--- config.mk ---
export PLATFORM = sky130hd
export DESIGN_NAME = paged_translation_fifo_lru
export DESIGN_NICKNAME = d
export VERILOG_FILES = /design/src/rtl/ptf_pkg.sv /design/src/rtl/paged_translation_fifo_lru.sv /design/src/rtl/ptf_slot.sv
export SDC_FILE = /design/constraint.sdc
export NUM_CORES = 1
export LEC_CHECK = 0
export ABC_AREA = 1
export BUFFER_PORTS_ARGS = -buffer_cell sky130_fd_sc_hd__buf_4
export CORE_MARGIN = 5
export CORE_UTILIZATION = 56
export DETAILED_ROUTE_END_ITERATION = 6
export PLACE_DENSITY = 0.78
export SLEW_MARGIN = 20
export SYNTH_ARGS = -nofsm -noshare
export SYNTH_HDL_FRONTEND = slang
export SYNTH_SLANG_ARGS = --single-unit
--- constraint.sdc ---
create_clock -name clk -period 3.7 [get_ports clk]
set_input_delay 0.37 -clock clk [delete_from_list [all_inputs] [get_ports clk]]
set_output_delay 0.37 -clock clk [all_outputs]
set_load 0.02 [all_outputs]
--- src/rtl/ptf_pkg.sv ---
`timescale 1ns / 1ps
// types, constants and helpers for the paged address translator
// used by the slot cells and the top level
package ptf_pkg;

  localparam int ADDR_BITS   = 16;
  localparam int OFFSET_BITS = 13;
  localparam int PAGE_BITS   = 3;
  localparam int PAGE_COUNT  = 8;
  localparam int FRAME_BITS  = 12;
  localparam int PHYS_BITS   = FRAME_BITS + OFFSET_BITS;
  localparam int TOTAL_BITS  = 32;
  localparam int FC_BITS     = 5;
  localparam int DATA_BITS   = 32;
  localparam int REG_ADDR_BITS = 4;

  localparam logic [1:0] REG_POLICY      = 2'd0;
  localparam logic [1:0] REG_FRAME_COUNT = 2'd1;
  localparam logic [1:0] REG_FIRST_FRAME = 2'd2;

  localparam logic [FC_BITS-1:0] FRAME_COUNT_RESET = 5'd16;

  localparam logic POLICY_FIFO = 1'b0;
  localparam logic POLICY_LRU  = 1'b1;

  typedef struct packed {
    logic [ADDR_BITS-1:0] logical_address;
    logic                 is_write;
  } ptf_request_t;

  typedef struct packed {
    logic [PAGE_BITS-1:0]   page_number;
    logic [OFFSET_BITS-1:0] page_offset;
    logic                   page_fault;
    logic                   write_back;
    logic [PHYS_BITS-1:0]   physical_address;
    logic [TOTAL_BITS-1:0]  reads_total;
    logic [TOTAL_BITS-1:0]  writes_total;
    logic [TOTAL_BITS-1:0]  faults_total;
    logic [TOTAL_BITS-1:0]  writebacks_total;
  } ptf_result_t;

  // per-item command broadcast to every slot cell
  typedef struct packed {
    logic                  touch_en;
    logic                  evict_en;
    logic                  alloc_en;
    logic [FRAME_BITS-1:0] frame;
  } slot_ctl_t;

  typedef enum logic [1:0] {
    S_IDLE,
    S_LOOK,
    S_APPLY
  } ptf_state_t;

  function automatic logic [TOTAL_BITS-1:0] sat_inc(input logic [TOTAL_BITS-1:0] v);
    return (&v) ? v : v + 1'b1;
  endfunction

endpackage

--- src/rtl/paged_translation_fifo_lru.sv ---
`timescale 1ns / 1ps
// demand-paging address translator with fifo or lru frame replacement
// depends on ptf_pkg and ptf_slot
//
// usage:
//   item channel: an item is taken at a clock edge with start high and busy low.
//   result channel: done is high for exactly one cycle with result valid;
//   the receiver cannot hold results off and none is needed.
//   config: apb-style port, policy at 0x0, frame_count at 0x4, first_frame
//   at 0x8; pready is tied high, write only while no item is in flight.
// timing:
//   an item passes a lookup step (page-table lookup and victim pick), then an
//   update step of the slot row (arrival and recency orders) and the page table.
//   done and the result are registered by the update step.
//   busy is high only in the lookup cycle, so a new item can be taken in the
//   update cycle, before the last item is through.
// reset:
//   synchronous; clears page valid bits, handed-out and fill counts, totals,
//   config registers to policy fifo, 16 frames, first frame 0. slot contents
//   are not cleared, only the counted part of each order is ever read.
module paged_translation_fifo_lru #(
  parameter int MAX_FRAMES = 16
) (
  input  logic                                clk,
  input  logic                                rst,
  input  logic                                start,
  input  ptf_pkg::ptf_request_t               item,
  output logic                                busy,
  output logic                                done,
  output ptf_pkg::ptf_result_t                result,
  input  logic                                psel,
  input  logic                                penable,
  input  logic                                pwrite,
  input  logic [ptf_pkg::REG_ADDR_BITS-1:0]   paddr,
  input  logic [ptf_pkg::DATA_BITS-1:0]       pwdata,
  output logic [ptf_pkg::DATA_BITS-1:0]       prdata,
  output logic                                pready
);
  import ptf_pkg::*;

  localparam int CW = $clog2(MAX_FRAMES + 1);
  localparam int NW = (CW > FC_BITS) ? CW : FC_BITS;

  // config registers
  logic                   policy;
  logic [FC_BITS-1:0]     frame_count;
  logic [FRAME_BITS-1:0]  first_frame;

  // sequencer
  ptf_state_t state, state_next;
  logic       accept;
  logic       look_en;
  logic       apply_en;

  // captured item and lookup results
  ptf_request_t           req;
  logic                   look_fault;
  logic                   look_alloc;
  logic [FRAME_BITS-1:0]  look_frame;

  // page table
  logic [PAGE_COUNT-1:0]  pt_valid;
  logic [PAGE_COUNT-1:0]  pt_mod;
  logic [FRAME_BITS-1:0]  pt_frame [PAGE_COUNT];

  // order bookkeeping
  logic [NW-1:0]          held;
  logic [NW-1:0]          fill;
  logic [NW-1:0]          fill_next;
  logic [NW-1:0]          granted;

  // totals and result registers
  logic [TOTAL_BITS-1:0]  reads_total;
  logic [TOTAL_BITS-1:0]  writes_total;
  logic [TOTAL_BITS-1:0]  faults_total;
  logic [TOTAL_BITS-1:0]  writebacks_total;
  logic [PAGE_BITS-1:0]   out_page;
  logic [OFFSET_BITS-1:0] out_offset;
  logic                   out_fault;
  logic                   out_wb;
  logic [PHYS_BITS-1:0]   out_phys;

  // datapath
  logic [PAGE_BITS-1:0]   page;
  logic [OFFSET_BITS-1:0] offset;
  logic                   hit;
  logic                   alloc;
  logic [FRAME_BITS-1:0]  victim;
  logic [FRAME_BITS-1:0]  frame_sel;
  logic                   evict;
  logic [PAGE_COUNT-1:0]  kill;
  logic                   wb;
  slot_ctl_t              ctl;

  // slot row
  logic [FRAME_BITS-1:0]  arr_q     [MAX_FRAMES];
  logic [FRAME_BITS-1:0]  rec_q     [MAX_FRAMES];
  logic [FRAME_BITS-1:0]  arr_right [MAX_FRAMES];
  logic [FRAME_BITS-1:0]  rec_left  [MAX_FRAMES];
  logic [FRAME_BITS-1:0]  tail_chain [MAX_FRAMES+1];
  logic [MAX_FRAMES:0]    arr_found;
  logic [MAX_FRAMES:0]    rec_found;

  // ---------------- config port ----------------
  assign pready = 1'b1;

  always_ff @(posedge clk) begin
    if (rst) begin
      policy      <= POLICY_FIFO;
      frame_count <= FRAME_COUNT_RESET;
      first_frame <= '0;
    end else if (psel && penable && pwrite && pready) begin
      case (paddr[3:2])
        REG_POLICY:      policy      <= pwdata[0];
        REG_FRAME_COUNT: frame_count <= pwdata[FC_BITS-1:0];
        REG_FIRST_FRAME: first_frame <= pwdata[FRAME_BITS-1:0];
        default: ;
      endcase
    end
  end

  always_comb begin
    case (paddr[3:2])
      REG_POLICY:      prdata = {{(DATA_BITS-1){1'b0}}, policy};
      REG_FRAME_COUNT: prdata = {{(DATA_BITS-FC_BITS){1'b0}}, frame_count};
      REG_FIRST_FRAME: prdata = {{(DATA_BITS-FRAME_BITS){1'b0}}, first_frame};
      default:         prdata = '0;
    endcase
  end

  // ---------------- sequencer ----------------
  assign accept = start && !busy;

  always_comb begin
    case (state)
      S_IDLE:  state_next = accept ? S_LOOK : S_IDLE;
      S_LOOK:  state_next = S_APPLY;
      S_APPLY: state_next = accept ? S_LOOK : S_IDLE;
      default: state_next = S_IDLE;
    endcase
  end

  always_comb begin
    busy     = 1'b0;
    look_en  = 1'b0;
    apply_en = 1'b0;
    case (state)
      S_LOOK: begin
        busy    = 1'b1;
        look_en = 1'b1;
      end
      S_APPLY: apply_en = 1'b1;
      default: ;
    endcase
  end

  always_ff @(posedge clk) begin
    if (rst) begin
      state <= S_IDLE;
    end else begin
      state <= state_next;
    end
  end

  always_ff @(posedge clk) begin
    if (accept) begin
      req <= item;
    end
  end

  // ---------------- lookup step ----------------
  assign page   = req.logical_address[ADDR_BITS-1 -: PAGE_BITS];
  assign offset = req.logical_address[OFFSET_BITS-1:0];

  always_comb begin
    if (frame_count == '0) begin
      granted = NW'(1);
    end else if (NW'(frame_count) > NW'(MAX_FRAMES)) begin
      granted = NW'(MAX_FRAMES);
    end else begin
      granted = NW'(frame_count);
    end
  end

  assign hit    = pt_valid[page];
  assign alloc  = !hit && (held < granted);
  assign victim = (policy == POLICY_LRU) ? tail_chain[MAX_FRAMES] : arr_q[0];

  always_comb begin
    if (hit) begin
      frame_sel = pt_frame[page];
    end else if (alloc) begin
      frame_sel = first_frame + FRAME_BITS'(held);
    end else begin
      frame_sel = victim;
    end
  end

  always_ff @(posedge clk) begin
    if (look_en) begin
      look_fault <= !hit;
      look_alloc <= alloc;
      look_frame <= frame_sel;
    end
  end

  // ---------------- update step ----------------
  assign evict = look_fault && !look_alloc;

  always_comb begin
    for (int i = 0; i < PAGE_COUNT; i++) begin
      kill[i] = evict && pt_valid[i] && (pt_frame[i] == look_frame);
    end
  end

  assign wb = |(kill & pt_mod);

  assign ctl.touch_en = apply_en;
  assign ctl.evict_en = apply_en && evict;
  assign ctl.alloc_en = apply_en && look_alloc;
  assign ctl.frame    = look_frame;

  always_comb begin
    fill_next = fill;
    if (!rec_found[MAX_FRAMES] && (fill < NW'(MAX_FRAMES))) begin
      fill_next = fill + 1'b1;
    end
  end

  always_ff @(posedge clk) begin
    if (rst) begin
      pt_valid <= '0;
    end else if (apply_en) begin
      for (int i = 0; i < PAGE_COUNT; i++) begin
        if (PAGE_BITS'(i) == page) begin
          pt_valid[i] <= 1'b1;
        end else if (kill[i]) begin
          pt_valid[i] <= 1'b0;
        end
      end
    end
  end

  always_ff @(posedge clk) begin
    if (apply_en) begin
      if (look_fault) begin
        pt_mod[page]   <= req.is_write;
        pt_frame[page] <= look_frame;
      end else begin
        pt_mod[page]   <= pt_mod[page] | req.is_write;
      end
    end
  end

  always_ff @(posedge clk) begin
    if (rst) begin
      held             <= '0;
      fill             <= '0;
      reads_total      <= '0;
      writes_total     <= '0;
      faults_total     <= '0;
      writebacks_total <= '0;
      done             <= 1'b0;
    end else begin
      done <= apply_en;
      if (apply_en) begin
        fill <= fill_next;
        if (look_alloc) begin
          held <= held + 1'b1;
        end
        if (req.is_write) begin
          writes_total <= sat_inc(writes_total);
        end else begin
          reads_total <= sat_inc(reads_total);
        end
        if (look_fault) begin
          faults_total <= sat_inc(faults_total);
        end
        if (wb) begin
          writebacks_total <= sat_inc(writebacks_total);
        end
      end
    end
  end

  always_ff @(posedge clk) begin
    if (apply_en) begin
      out_page   <= page;
      out_offset <= offset;
      out_fault  <= look_fault;
      out_wb     <= wb;
      out_phys   <= {look_frame, offset};
    end
  end

  always_comb begin
    result.page_number      = out_page;
    result.page_offset      = out_offset;
    result.page_fault       = out_fault;
    result.write_back       = out_wb;
    result.physical_address = out_phys;
    result.reads_total      = reads_total;
    result.writes_total     = writes_total;
    result.faults_total     = faults_total;
    result.writebacks_total = writebacks_total;
  end

  // ---------------- slot row ----------------
  assign arr_found[0]  = 1'b0;
  assign rec_found[0]  = 1'b0;
  assign tail_chain[0] = '0;

  for (genvar g = 0; g < MAX_FRAMES; g++) begin : g_slot
    if (g == MAX_FRAMES - 1) begin : g_last
      assign arr_right[g] = arr_q[g];
    end else begin : g_inner
      assign arr_right[g] = arr_q[g+1];
    end
    if (g == 0) begin : g_first
      assign rec_left[g] = ctl.frame;
    end else begin : g_rest
      assign rec_left[g] = rec_q[g-1];
    end

    ptf_slot #(
      .INDEX (g),
      .NW    (NW)
    ) u_slot (
      .clk           (clk),
      .ctl           (ctl),
      .held          (held),
      .fill          (fill),
      .arr_right     (arr_right[g]),
      .rec_left      (rec_left[g]),
      .arr_found_in  (arr_found[g]),
      .rec_found_in  (rec_found[g]),
      .rec_any       (rec_found[MAX_FRAMES]),
      .tail_in       (tail_chain[g]),
      .arr_q         (arr_q[g]),
      .rec_q         (rec_q[g]),
      .arr_found_out (arr_found[g+1]),
      .rec_found_out (rec_found[g+1]),
      .tail_out      (tail_chain[g+1])
    );
  end

endmodule

--- src/rtl/ptf_slot.sv ---
`timescale 1ns / 1ps
// one slot of the frame order chains: arrival order and recency order
// depends on ptf_pkg; neighbors pass data and first-match flags along the row
module ptf_slot #(
  parameter int INDEX = 0,
  parameter int NW    = 5
) (
  input  logic                            clk,
  input  ptf_pkg::slot_ctl_t              ctl,
  input  logic [NW-1:0]                   held,
  input  logic [NW-1:0]                   fill,
  input  logic [ptf_pkg::FRAME_BITS-1:0]  arr_right,
  input  logic [ptf_pkg::FRAME_BITS-1:0]  rec_left,
  input  logic                            arr_found_in,
  input  logic                            rec_found_in,
  input  logic                            rec_any,
  input  logic [ptf_pkg::FRAME_BITS-1:0]  tail_in,
  output logic [ptf_pkg::FRAME_BITS-1:0]  arr_q,
  output logic [ptf_pkg::FRAME_BITS-1:0]  rec_q,
  output logic                            arr_found_out,
  output logic                            rec_found_out,
  output logic [ptf_pkg::FRAME_BITS-1:0]  tail_out
);
  import ptf_pkg::*;

  logic arr_valid;
  logic arr_sel;
  logic arr_last;
  logic rec_valid;
  logic rec_match;
  logic rec_load;

  assign arr_valid = NW'(INDEX) < held;
  assign arr_sel   = arr_found_in || (arr_valid && (arr_q == ctl.frame));
  assign arr_last  = held == NW'(INDEX + 1);
  assign arr_found_out = arr_sel;

  assign rec_valid = NW'(INDEX) < fill;
  assign rec_match = rec_valid && (rec_q == ctl.frame);
  assign rec_found_out = rec_found_in || rec_match;

  // slots up to the hit (or up to the insert point) move one step toward the old end
  assign rec_load = ctl.touch_en && (rec_any ? !rec_found_in : (NW'(INDEX) <= fill));

  assign tail_out = tail_in | ((fill == NW'(INDEX + 1)) ? rec_q : '0);

  always_ff @(posedge clk) begin
    if (ctl.evict_en && arr_valid && arr_sel) begin
      // close the gap left by the victim and put it back at the newest end
      arr_q <= arr_last ? ctl.frame : arr_right;
    end else if (ctl.alloc_en && (held == NW'(INDEX))) begin
      arr_q <= ctl.frame;
    end
    if (rec_load) begin
      rec_q <= rec_left;
    end
  end

endmodule

==> results by group <==
Placement
  – Dpl cell area: approximately 43000 sq um
  – Final GP Congestion: slightly above 1
  – Placed cells: roughly 5700
  – DPL Wire Length: roughly 93000 microns
  – I/O Buffers: between 200 and 250

Logic synthesis
  – Yosys cell types: slightly above 80
  – Top_reg_cell synth: edfxtp_1
  – Post-synth EDFFs: ~550
  – Cell area after synthesis: 39800 sq um
  – Yosys reg bits: between 700 and 800
  – Post-synth ARST share: 0%
  – Syn Area/Cell: 8.78 sq um
  – Sequential cell area fraction in the yosys report: 49.9%
  – Synth warn: 0
  – Synth Instances: 4536

Detailed routing
  – DR vias/cell: approximately 6
  – Via count: ~35000
  – Initial DRT Pass Iterations: 7
  – Wire length per cell: 22.1 microns
  – 1st-iter DRT viols: roughly 4300
  – # DRC: 2
  – Routed WL: about 130000 microns
  – ANT nets after route: 0

Power and ir drop
  – Clock network fraction of total power: between 40% and 50%
  – Net Sw Power: 0.00444 W
  – Worst vdd ir: between 0.3 and 0.4 mV
  – Sw frac: about a quarter
  – Combinational share of power: just over 9%
  – Seq pwr share: ~50%
  – Cell Pwr Density: 395 nW/um^2
  – Cell Int Power: between 0.01 and 0.015 W
  – Leakage: around 17 nW

Floorplanning
  – Initial core utilization: 56.7%
  – Core area: ~70000 sq um
  – Die height: around 280 microns
  – Die Width: 277 microns
  – # IOs: 265
  – # rows: 97
  – Die area: 76600 sq um

Clock network
  – CTS tree: yes
  – Clock buffers created by TritonCTS: a little under 80
  – Sink Count: a little over 700
  – Htree depth: 3
  – Clock latency on the worst-skew pair: around 0.63 ns
  – CTS root buf: clkbuf_16
  – Clock-pin transition on the worst setup and hold timing paths: 0.06 ns
  – Worst-case clock buffer depth: 3
  – Postcts setup bufs: 0

Worst setup path
  – Worst EP required: 4.06 ns
  – Setup crit start kind: register
  – R2R Setup Slk: 0.14 ns
  – Worst r2r dst: look_frame[1]
  – Worst Setup SP: fill[0]
  – Worst EP arrival: just under 4 ns
  – Worst Setup Path Type: reg2reg
  – End of the critical path: look_frame[1]
  – Slowest cell on crit path: nor4_1
  – CP Capture Type: register
  – Max stage delay on crit path: ~0.54 ns
  – Worst r2r path cells: 12
  – Crit path cell chain: clkinv_1, ha_1, inv_1, nor2_1, nand2_1, inv_1, a221oi_1, nand4_1, nor4_1, a21oi_1, o21ai_0, o21ai_0
  – Worst R2R Start: fill[0]
  – CP Max Fanout: 8

STA
  – Tcrit/Tclk final: between 90 and 100%
  – Clock Skew: 0.0262 ns
  – Achievable clock frequency: around 280 MHz
  – Final Critical Period: ~3.6 ns
  – RSZ-0062 raised after global routing: false
  – Slew Limit Fails: 0
  – Max transition margin: 26.0%
  – Final Hold Violating Endpoints: 0
  – Slew @ Worst Pin: between 1 and 1.5 ns
  – Final setup viols: 0
  – Fin Setup TNS: 0 ns

Final layout
  – Final Cell Area: 45300 sq um
  – Layout cells sized above 1: between 10% and 20%
  – Area of the multi-input gates: about 17000 sq um
  – Most frequent cells in the layout: nand2_1 (922), edfxtp_1 (549), nor2_1 (483), inv_1 (425), buf_4 (374)
  – Fin cells: slightly below 6000
  – Reg area: approximately 20000 sq um
  – Layout area overhead: 13.8%
  – # nets final: ~4900
  – Most common cell after layout, fill and taps aside: nand2_1
  – Fillers: roughly 5800

GRT
  – Initial antenna violation count: 0
  – Global-route wire length before repair: a little under 200000 microns
  – Largest net degree at the start of global routing: 60
  – GRT overflow: 0
  – Total GRT Usage: 32.3%
  – Vias in the first global route: between 30000 and 40000

Min path
  – Hold Path Class: in2reg
  – WHS Path Cells: 3

Run status
  – Failing checks: design-rule violations
  – Outcome: finished, violations left

Flow run
  – Max capacitance violation total: 0
## worst max-delay path: cells and delay by family, from the launching register on
family / cells / cell delay (ns)
and+or+nand+nor: 4 / 0.99
AOI/OAI and AO/OA: 4 / 0.87
buffers and inverters: 3 / 0.61
DFF: 1 / 0.49
adders and majority gates: 1 / 0.33
## metal layers
layer	track usage (%)	share of wire, %
met1	43.7	39
met2	51.5	45
met5	0	0
met3	7.37	11
met4	12.0	4.3
## kinds of logic after synthesis
kind of cell	after synthesis	share of synthesized area, %
muxes	10	0.283
and+or+nand+nor	2010	22.7
buffers and inverters	679	7.99
other	2	0.0189
adders and majority gates	20	0.647
xor gates and xnor gates	330	7.28
AOI/OAI and AO/OA	766	11.1
DFF	719	49.9
## repair_timing
item,4_1_cts,5_1_grt
endpoints found under the setup margin,0,16
hold endpoints to repair,26,0
resized for setup,0,4
hold buffers,22,0
## worst min-delay path by stage
stage,from,to
floorplan,offset[0],out_offset[0]
global placement,offset[6],out_offset[6]
detailed placement,offset[2],out_offset[2]
CTS,pwdata[11],first_frame[11]
global route,pwdata[10],first_frame[10]
finish,pwdata[11],first_frame[11]
## sequential cells by signal, indices dropped and copies added, names as in the netlist, 5 cells and up, named ones only
register / flops
pt_frame: 96
held: 5
frame_count: 5
g_slot.u_slot.rec_q: 192
reads_total: 32
out_phys: 13
writes_total: 32
pt_valid: 8
faults_total: 32
g_slot.u_slot.arr_q: 192
fill: 5
out_offset: 12
offset: 13
look_frame: 12
writebacks_total: 32
pt_mod: 8
first_frame: 12
## cell usage after synthesis, drive strengths merged, types with 6 or more instances
cell type	n	area [sq um]
o21ai	310	1600
a22o	9	78.8
nand2	939	3590
inv	447	1680
o22ai	51	319
and3	8	50.1
nand3	134	703
or2	24	150
nor4	70	444
o21a	6	45.0
a211oi	14	110
nor3b	27	203
or4	7	52.6
mux2	10	113
buf	143	1150
nand3b	24	180
a31oi	18	113
xnor2	167	1460
xor2	163	1440
a221oi	33	289
nor2	511	2050
o211ai	13	103
a21oi	256	1290
o221ai	7	61.3
clkbuf	79	298
nor3	112	576
clkinv	10	51.3
ha	19	238
o2111ai	16	140
nand4	147	986
dfxtp	170	3400
edfxtp	549	16500
## area by class of cell
type / instances / share of cell area, %
clock buffer: 100 / 4.56
timing repair buffer: 408 / 7.21
antenna: 1 / 0.00552
clock inverter: 39 / 0.729
inverter: 457 / 3.83
tap: 940 / 2.60
sequential: 719 / 43.9
multi-input combinational: 3157 / 37.2
## through the flow
| step | total power, W | hold slack [ns] | worst slack (ns) | utilization, % |
|---|---|---|---|---|
| global placement | 0.0105 | 0.401 | 0.168 | 60.7 |
| floorplan | 0.00998 | 0.400 | 0.223 | - |
| CTS | 0.0179 | 0.00364 | 0.140 | 64.5 |
| finish | 0.0179 | 0.0304 | 0.144 | 64.5 |
| global route | 0.0184 | 0.0177 | 0.0268 | 64.5 |
| detailed placement | 0.0105 | 0.405 | 0.142 | 60.7 |
## power by group through the flow
| stage | Clock [W] | Combinational (W) | Sequential (W) |
|---|---|---|---|
| finish | 0.00751 | 0.00164 | 0.00877 |
| floorplan | 0 | 0.00103 | 0.00895 |
| global placement | 0 | 0.00155 | 0.00894 |
| detailed placement | 0 | 0.00157 | 0.00894 |
| global route | 0.00792 | 0.00174 | 0.00878 |
| CTS | 0.00757 | 0.00160 | 0.00877 |
Note: power is estimated with default switching activity, not from simulation.
